===== src/r2ss_pkg.sv =====
`default_nettype none
package r2ss_pkg;

	localparam int DW       = 64;
	localparam int RF_DEPTH = 32;
	localparam int RF_AW    = 5;

	typedef struct packed {
		logic signed [7:0] a1_num;
		logic [6:0]        a1_den;
		logic signed [7:0] b1_num;
		logic [6:0]        b1_den;
		logic signed [7:0] c1_num;
		logic [6:0]        c1_den;
		logic signed [7:0] a2_num;
		logic [6:0]        a2_den;
		logic signed [7:0] b2_num;
		logic [6:0]        b2_den;
		logic signed [7:0] c2_num;
		logic [6:0]        c2_den;
	} in_item_t;

	typedef struct packed {
		logic signed [31:0] x_num;
		logic [30:0]        x_den;
		logic signed [31:0] y_num;
		logic [30:0]        y_den;
		logic [1:0]         kind;
		logic               overflow;
	} out_item_t;

	localparam logic [1:0] KIND_UNIQUE   = 2'd0;
	localparam logic [1:0] KIND_PARALLEL = 2'd1;
	localparam logic [1:0] KIND_SAME     = 2'd2;

	// datapath operations
	localparam logic [2:0] OP_LOAD = 3'd0;
	localparam logic [2:0] OP_MUL  = 3'd1;
	localparam logic [2:0] OP_SUB  = 3'd2;
	localparam logic [2:0] OP_RED  = 3'd3;
	localparam logic [2:0] OP_WRAP = 3'd4;
	localparam logic [2:0] OP_CAPY = 3'd5;
	localparam logic [2:0] OP_CAPX = 3'd6;

	// register file slots
	localparam logic [RF_AW-1:0] A1N = 5'd0;
	localparam logic [RF_AW-1:0] A1D = 5'd1;
	localparam logic [RF_AW-1:0] B1N = 5'd2;
	localparam logic [RF_AW-1:0] B1D = 5'd3;
	localparam logic [RF_AW-1:0] C1N = 5'd4;
	localparam logic [RF_AW-1:0] C1D = 5'd5;
	localparam logic [RF_AW-1:0] A2N = 5'd6;
	localparam logic [RF_AW-1:0] A2D = 5'd7;
	localparam logic [RF_AW-1:0] B2N = 5'd8;
	localparam logic [RF_AW-1:0] B2D = 5'd9;
	localparam logic [RF_AW-1:0] C2N = 5'd10;
	localparam logic [RF_AW-1:0] C2D = 5'd11;
	localparam logic [RF_AW-1:0] PN  = 5'd12;
	localparam logic [RF_AW-1:0] PD  = 5'd13;
	localparam logic [RF_AW-1:0] QN  = 5'd14;
	localparam logic [RF_AW-1:0] QD  = 5'd15;
	localparam logic [RF_AW-1:0] TN  = 5'd16;
	localparam logic [RF_AW-1:0] TD  = 5'd17;
	localparam logic [RF_AW-1:0] BN  = 5'd18;
	localparam logic [RF_AW-1:0] BD  = 5'd19;
	localparam logic [RF_AW-1:0] YN  = 5'd20;
	localparam logic [RF_AW-1:0] YD  = 5'd21;
	localparam logic [RF_AW-1:0] RYN = 5'd22;
	localparam logic [RF_AW-1:0] RYD = 5'd23;
	localparam logic [RF_AW-1:0] XN  = 5'd24;
	localparam logic [RF_AW-1:0] XD  = 5'd25;
	localparam logic [RF_AW-1:0] T1  = 5'd26;
	localparam logic [RF_AW-1:0] T2  = 5'd27;

	localparam int N_LOAD = 12;
	localparam logic [5:0] LAST_STEP = 6'd50;

	typedef struct packed {
		logic [2:0]       op;
		logic [RF_AW-1:0] ra;
		logic [RF_AW-1:0] rb;
		logic [RF_AW-1:0] wa;
	} uop_t;

	typedef struct packed {
		logic start;
		logic capture;
		uop_t uop;
	} dp_cmd_t;

	typedef struct packed {
		logic done;
	} dp_stat_t;

	function automatic uop_t mk(input logic [2:0] op, input logic [RF_AW-1:0] ra,
			input logic [RF_AW-1:0] rb, input logic [RF_AW-1:0] wa);
		uop_t u;
		u.op = op;
		u.ra = ra;
		u.rb = rb;
		u.wa = wa;
		return u;
	endfunction

	// micro-program: operand loads, then y by Cramer, then x by back-substitution, then result capture
	function automatic uop_t r2ss_prog(input logic [5:0] step);
		uop_t u;
		logic [5:0] idx;
		idx = step - 6'(N_LOAD);
		u = mk(OP_LOAD, A1N, A1N, step[RF_AW-1:0]);
		if (step >= 6'(N_LOAD)) begin
			case (idx)
				6'd0:  u = mk(OP_MUL,  A2N, C1N, PN);
				6'd1:  u = mk(OP_MUL,  C1D, A2D, PD);
				6'd2:  u = mk(OP_RED,  PN,  PD,  PN);
				6'd3:  u = mk(OP_MUL,  A1N, C2N, QN);
				6'd4:  u = mk(OP_MUL,  A1D, C2D, QD);
				6'd5:  u = mk(OP_RED,  QN,  QD,  QN);
				6'd6:  u = mk(OP_MUL,  PN,  QD,  T1);
				6'd7:  u = mk(OP_MUL,  QN,  PD,  T2);
				6'd8:  u = mk(OP_SUB,  T1,  T2,  TN);
				6'd9:  u = mk(OP_MUL,  PD,  QD,  TD);
				6'd10: u = mk(OP_RED,  TN,  TD,  TN);
				6'd11: u = mk(OP_MUL,  B1N, A2N, PN);
				6'd12: u = mk(OP_MUL,  B1D, A2D, PD);
				6'd13: u = mk(OP_RED,  PN,  PD,  PN);
				6'd14: u = mk(OP_MUL,  A1N, B2N, QN);
				6'd15: u = mk(OP_MUL,  A1D, B2D, QD);
				6'd16: u = mk(OP_RED,  QN,  QD,  QN);
				6'd17: u = mk(OP_MUL,  PN,  QD,  T1);
				6'd18: u = mk(OP_MUL,  QN,  PD,  T2);
				6'd19: u = mk(OP_SUB,  T1,  T2,  BN);
				6'd20: u = mk(OP_MUL,  PD,  QD,  BD);
				6'd21: u = mk(OP_RED,  BN,  BD,  BN);
				6'd22: u = mk(OP_MUL,  TN,  BD,  YN);
				6'd23: u = mk(OP_MUL,  TD,  BN,  YD);
				6'd24: u = mk(OP_RED,  YN,  YD,  YN);
				6'd25: u = mk(OP_WRAP, YN,  YD,  YN);
				6'd26: u = mk(OP_MUL,  B1N, YN,  RYN);
				6'd27: u = mk(OP_MUL,  B1D, YD,  RYD);
				6'd28: u = mk(OP_RED,  RYN, RYD, RYN);
				6'd29: u = mk(OP_MUL,  C1N, RYD, T1);
				6'd30: u = mk(OP_MUL,  C1D, RYN, T2);
				6'd31: u = mk(OP_SUB,  T1,  T2,  T1);
				6'd32: u = mk(OP_MUL,  A1D, T1,  XN);
				6'd33: u = mk(OP_MUL,  A1N, C1D, T2);
				6'd34: u = mk(OP_MUL,  T2,  RYD, XD);
				6'd35: u = mk(OP_RED,  XN,  XD,  XN);
				6'd36: u = mk(OP_WRAP, XN,  XD,  XN);
				6'd37: u = mk(OP_CAPY, YN,  YD,  YN);
				6'd38: u = mk(OP_CAPX, XN,  XD,  XN);
				default: u = mk(OP_CAPX, XN, XD, XN);
			endcase
		end
		return u;
	endfunction

endpackage
`default_nettype wire


===== src/r2ss_ctrl.sv =====
`default_nettype none
module r2ss_ctrl (
	input  wire logic               clk,
	input  wire logic               arst_n,
	input  wire logic               in_valid,
	output logic                    in_ready,
	output logic                    out_valid,
	input  wire logic               out_ready,
	output r2ss_pkg::dp_cmd_t       cmd,
	input  wire r2ss_pkg::dp_stat_t stat
);
	import r2ss_pkg::*;

	localparam logic [1:0] C_IDLE  = 2'd0;
	localparam logic [1:0] C_ISSUE = 2'd1;
	localparam logic [1:0] C_WAIT  = 2'd2;

	logic [1:0] st_q;
	logic [5:0] step_q;
	logic       out_valid_q;
	uop_t       uop_c;
	logic       cap_c;

	always_comb begin
		uop_c       = r2ss_prog(step_q);
		cap_c       = (uop_c.op == OP_CAPY) || (uop_c.op == OP_CAPX);
		in_ready    = (st_q == C_IDLE);
		cmd.capture = (st_q == C_IDLE) && in_valid;
		// result register may only be overwritten once the previous result is gone
		cmd.start   = (st_q == C_ISSUE) && !(cap_c && out_valid_q);
		cmd.uop     = uop_c;
	end

	assign out_valid = out_valid_q;

	always_ff @(posedge clk or negedge arst_n) begin
		if (!arst_n) begin
			st_q        <= C_IDLE;
			step_q      <= '0;
			out_valid_q <= 1'b0;
		end else begin
			if (out_valid_q && out_ready) begin
				out_valid_q <= 1'b0;
			end
			case (st_q)
				C_IDLE: begin
					if (in_valid) begin
						step_q <= '0;
						st_q   <= C_ISSUE;
					end
				end
				C_ISSUE: begin
					if (cmd.start) begin
						st_q <= C_WAIT;
					end
				end
				C_WAIT: begin
					if (stat.done) begin
						if (step_q == LAST_STEP) begin
							st_q        <= C_IDLE;
							out_valid_q <= 1'b1;
						end else begin
							step_q <= step_q + 6'd1;
							st_q   <= C_ISSUE;
						end
					end
				end
				default: st_q <= C_IDLE;
			endcase
		end
	end

	a_done_wait: assert property (@(posedge clk) disable iff (!arst_n)
		stat.done |-> st_q == C_WAIT) else $error("unexpected datapath done");
	a_cap_free: assert property (@(posedge clk) disable iff (!arst_n)
		cmd.start && cap_c |-> !out_valid_q) else $error("result overwritten");
	a_out_src: assert property (@(posedge clk) disable iff (!arst_n)
		$rose(out_valid_q) |-> $past(st_q) == C_WAIT && $past(step_q) == LAST_STEP)
		else $error("result raised out of sequence");

endmodule
`default_nettype wire


===== config.mk =====
export PLATFORM = sky130hd
export DESIGN_NAME = r2ss_ctrl
export DESIGN_NICKNAME = d
export VERILOG_FILES = /design/src/r2ss_pkg.sv /design/src/r2ss_ctrl.sv
export SDC_FILE = /design/constraint.sdc
export NUM_CORES = 1
export LEC_CHECK = 0
export ABC_AREA = 1
export BUFFER_PORTS_ARGS = -buffer_cell sky130_fd_sc_hd__buf_2
export CAP_MARGIN = 20
export CORE_AREA = 2 2 86 63
export CTS_CLUSTER_DIAMETER = 100
export DETAILED_ROUTE_END_ITERATION = 8
export DIE_AREA = 0 0 88 65
export PLACE_DENSITY = 0.52
export REMOVE_ABC_BUFFERS = 1
export SLEW_MARGIN = 5
export SYNTH_ARGS = -nofsm -noshare
export SYNTH_HDL_FRONTEND = slang
export SYNTH_SLANG_ARGS = --single-unit
export TNS_END_PERCENT = 20

===== constraint.sdc =====
create_clock -name clk -period 2.3 [get_ports clk]
set_clock_uncertainty 0.05 [all_clocks]
set_input_delay 0.23 -clock clk [delete_from_list [all_inputs] [get_ports clk]]
set_output_delay 0.23 -clock clk [all_outputs]
set_load 0.01 [all_outputs]

==> results.sh <==
export IMPL_antenna_found_initial=0
export IMPL_leakage_nw=1.30
export IMPL_syn_avg_cell_area_sq_um=5.91
export IMPL_fin_ws_ps=-4.90
export IMPL_grt_usage_pct=22.4
export IMPL_cts_root_buf="clkbuf_8"
export IMPL_outcome="finished with violations"
export IMPL_cts_tree="done"
export IMPL_n_antenna_cell=0
export IMPL_drtIter0Drc=233
export IMPL_rows=22
export IMPL_violations="negative setup slack"
export IMPL_initial_core_util_pct=33.2
export IMPL_num_vias=2168
export IMPL_tightest_slew_ps=425
export IMPL_setup_violations=2
export IMPL_hold_class="primary input to flip-flop"
export IMPL_irDropWorstVdd_mv=0.741
export IMPL_syn_area_sq_um=1650
export IMPL_final_cells=435
export IMPL_drc=0
export IMPL_final_min_clock_period_ps=2300
export IMPL_layout_nets=384
export IMPL_drive_gt1_share_pct=44.4
export IMPL_synth_seq_area_share_pct=13.6
export IMPL_timing_final_crit_share_pct=100
export IMPL_die_h_microns=65
export IMPL_synth_ff_latch_count=9
export IMPL_required_ps=2020
export IMPL_worstSetupStartpointType="flip-flop"
export IMPL_htreeDepth=1
export IMPL_max_freq_mhz=434
export IMPL_grt_max_degree=20
export IMPL_finalWeightedCongestion=0.986
export IMPL_syn2layout_area_growth_pct=57.6
export IMPL_routedWlPerCell_microns=14.8
export IMPL_cts_sinks=9
export IMPL_grt_first_pass_wirelength_microns=9920
export IMPL_die_area_sq_um=5720
export IMPL_place_inst=410
export IMPL_clockBufferDepth=2
export IMPL_dp_hpwl_microns=4710
export IMPL_critPathMaxFanout=7
export IMPL_endpoint_kind="primary output"
export IMPL_postSynthCellCount=280
export IMPL_setup_tns_final_ps=-5.47
export IMPL_wirelength_microns=6420
export IMPL_clk_pin_slew_ps=50
export IMPL_relSlewSlack_pct=71.4
export IMPL_grt_setup_unrepaired="true"
export IMPL_numCtsBuffers=3
export IMPL_grt_overflow=0
export IMPL_worst_ep_arrival_time_ps=2020
export IMPL_grt_pass1_vias=2022
export IMPL_ios=27
export IMPL_report_final_slew_viol_count=0
export IMPL_clk_latency_ps=230
export IMPL_cap_violations=0
export IMPL_first_pass_iters=4
export IMPL_portBuffers=26
export IMPL_ys_types=33
export IMPL_core_area_sq_um=4980
export IMPL_die_x_microns=88
export IMPL_drt_vias_per_instance=4.98
export IMPL_hold_viol=0
export IMPL_path_class="flip-flop to primary output"
export IMPL_yosys_warnings=0
export IMPL_power_density_nw_per_um2=1260
export IMPL_ant_nets=0
metal layers:
layer	wire length [microns]	track usage, %
met5	0	0
met2	2810	34.3
met1	3100	33.1
met3	390	2.93
met4	118	5.19
area by class of cell:
cell class | instances | area (sq um)
tap | 72 | 90.1
timing repair buffer | 90 | 689
fill | 503 | 2380
multi-input combinational | 228 | 1430
inverter | 32 | 130
clock buffer | 4 | 45.0
sequential | 9 | 225
path summary, 6_finish.rpt:
path,start,end,cells past startpoint,slack (ps)
worst max-delay path,step_q[0],cmd[19],14,-5
min in group asynchronous,arst_n,st_q[0],2,320
max in group asynchronous,arst_n,out_valid,2,1700
worst min register to register,out_valid,out_valid,2,550
worst max register to register,step_q[0],st_q[1],17,20
worst min-delay path,out_ready,out_valid,2,120
Yosys cell counts:
library cell  instances  share of area [%]
nand4_1               4                1.5
a31oi_1               3                1.1
nand2_4               3                2.0
o22ai_1               3                1.1
inv_1                23                5.2
a211oi_1              1               0.45
clkbuf_1              1               0.23
buf_2                 5                1.5
nand3_1              17                5.1
o21ai_0              17                5.1
nor2_4                3                2.0
a22oi_1               1               0.45
or2_0                 1               0.38
a21oi_1              15                4.5
nand2_1              87                 20
nor2_2                3                1.1
o211ai_1              7                3.2
xor2_1                2                1.1
o31ai_1               2               0.91
nor3_1                5                1.5
nand3b_1              1               0.45
nand2_2               4                1.5
a31oi_2               1               0.76
ha_1                 15                 11
a21oi_2               2                1.1
nor2_1               21                4.8
inv_2                 7                1.6
o311ai_1              1               0.53
dfrtp_1               9                 14
inv_4                 2               0.76
buf_4                 5                2.3
o21ai_1               8                2.4
o21a_1                1               0.45
critical path: stages (launching register included):
cell	delay, ps
dfrtp_1	410
inv_4	120
buf_4	120
ha_2	190
nand2_1	90
nor2_2	120
nor2_2	60
nand2_2	70
nand2_2	60
a21oi_2	160
nand2_2	90
nand3_2	80
nand2_2	50
inv_1	50
buf_2	120
power by group:
part | internal (mW) | switching, mW | leakage, nW | total [mW]
sequential | 0.205 | 0.0571 | 0.119 | 0.263
clock | 0.121 | 0.0650 | 0.0228 | 0.186
combinational | 1.25 | 1.57 | 1.15 | 2.83
total | 1.58 | 1.70 | 1.30 | 3.27
what timing repair did:
| item | CTS | global route |
|---|---|---|
| setup buffers | 12 | 8 |
| hold buffers | 1 | 0 |
| gates resized for setup | 23 | 40 |
| endpoints found under the hold margin | 9 | 0 |
| gates cloned | 1 | 0 |
| setup endpoints to repair | 8 | 16 |
| pin swaps | 5 | 17 |
logic make-up (layout without fill, tap and decap cells):
logic type / after synthesis / in the layout / share of synthesized area (%)
AND/OR/NAND/NOR: 149 / 149 / 40.2
XOR/XNOR: 2 / 2 / 1.06
AO/OA/AOI/OAI: 62 / 62 / 22.2
adder cells (fa/ha/maj): 15 / 15 / 11.3
buffers and inverters: 43 / 126 / 11.6
flip-flops: 9 / 9 / 13.6
cell usage in the layout (no fill, tap or decap), types with 3 or more instances in the layout:
master    netlist  final
a21oi_1        15     13
a21oi_2         2      4
a31oi_1         3      3
buf_2           5     26
buf_4           5     54
buf_6           0      5
clkbuf_8        0      3
dfrtp_1         9      9
ha_1           15      7
ha_2            0      3
ha_4            0      5
inv_1          23     15
inv_2           7     13
inv_4           2      4
nand2_1        87     74
nand2_2         4     15
nand2_4         3      4
nand3_1        17     13
nand3_2         0      4
nand4_1         4      4
nor2_1         21     13
nor2_2          3      8
nor2_4          3      6
nor3_1          5      4
o211ai_1        7      7
o21ai_0        17     16
o21ai_1         8      9
o22ai_1         3      3
registers in the layout, indices dropped and copies added, names as in the netlist:
| signal | cells |
|---|---|
| out_valid | 1 |
| st_q | 2 |
| step_q | 6 |
per-stage QoR:
step / total power, mW / setup WS (ps) / instance area, sq um / util [%] / hold slack, ps
global placement: 2.63 / 152 / 2160 / 43.3 / 41.0
detailed placement: 2.57 / 150 / 2160 / 43.3 / 46.2
finish: 3.27 / -4.90 / 2610 / 52.3 / 124
CTS: 3.00 / 1.72 / 2410 / 48.3 / 121
global route: 3.52 / -130 / 2610 / 52.3 / 139
floorplan: 1.52 / -746 / 1590 / - / -116
(Power assumes the default switching activity.)
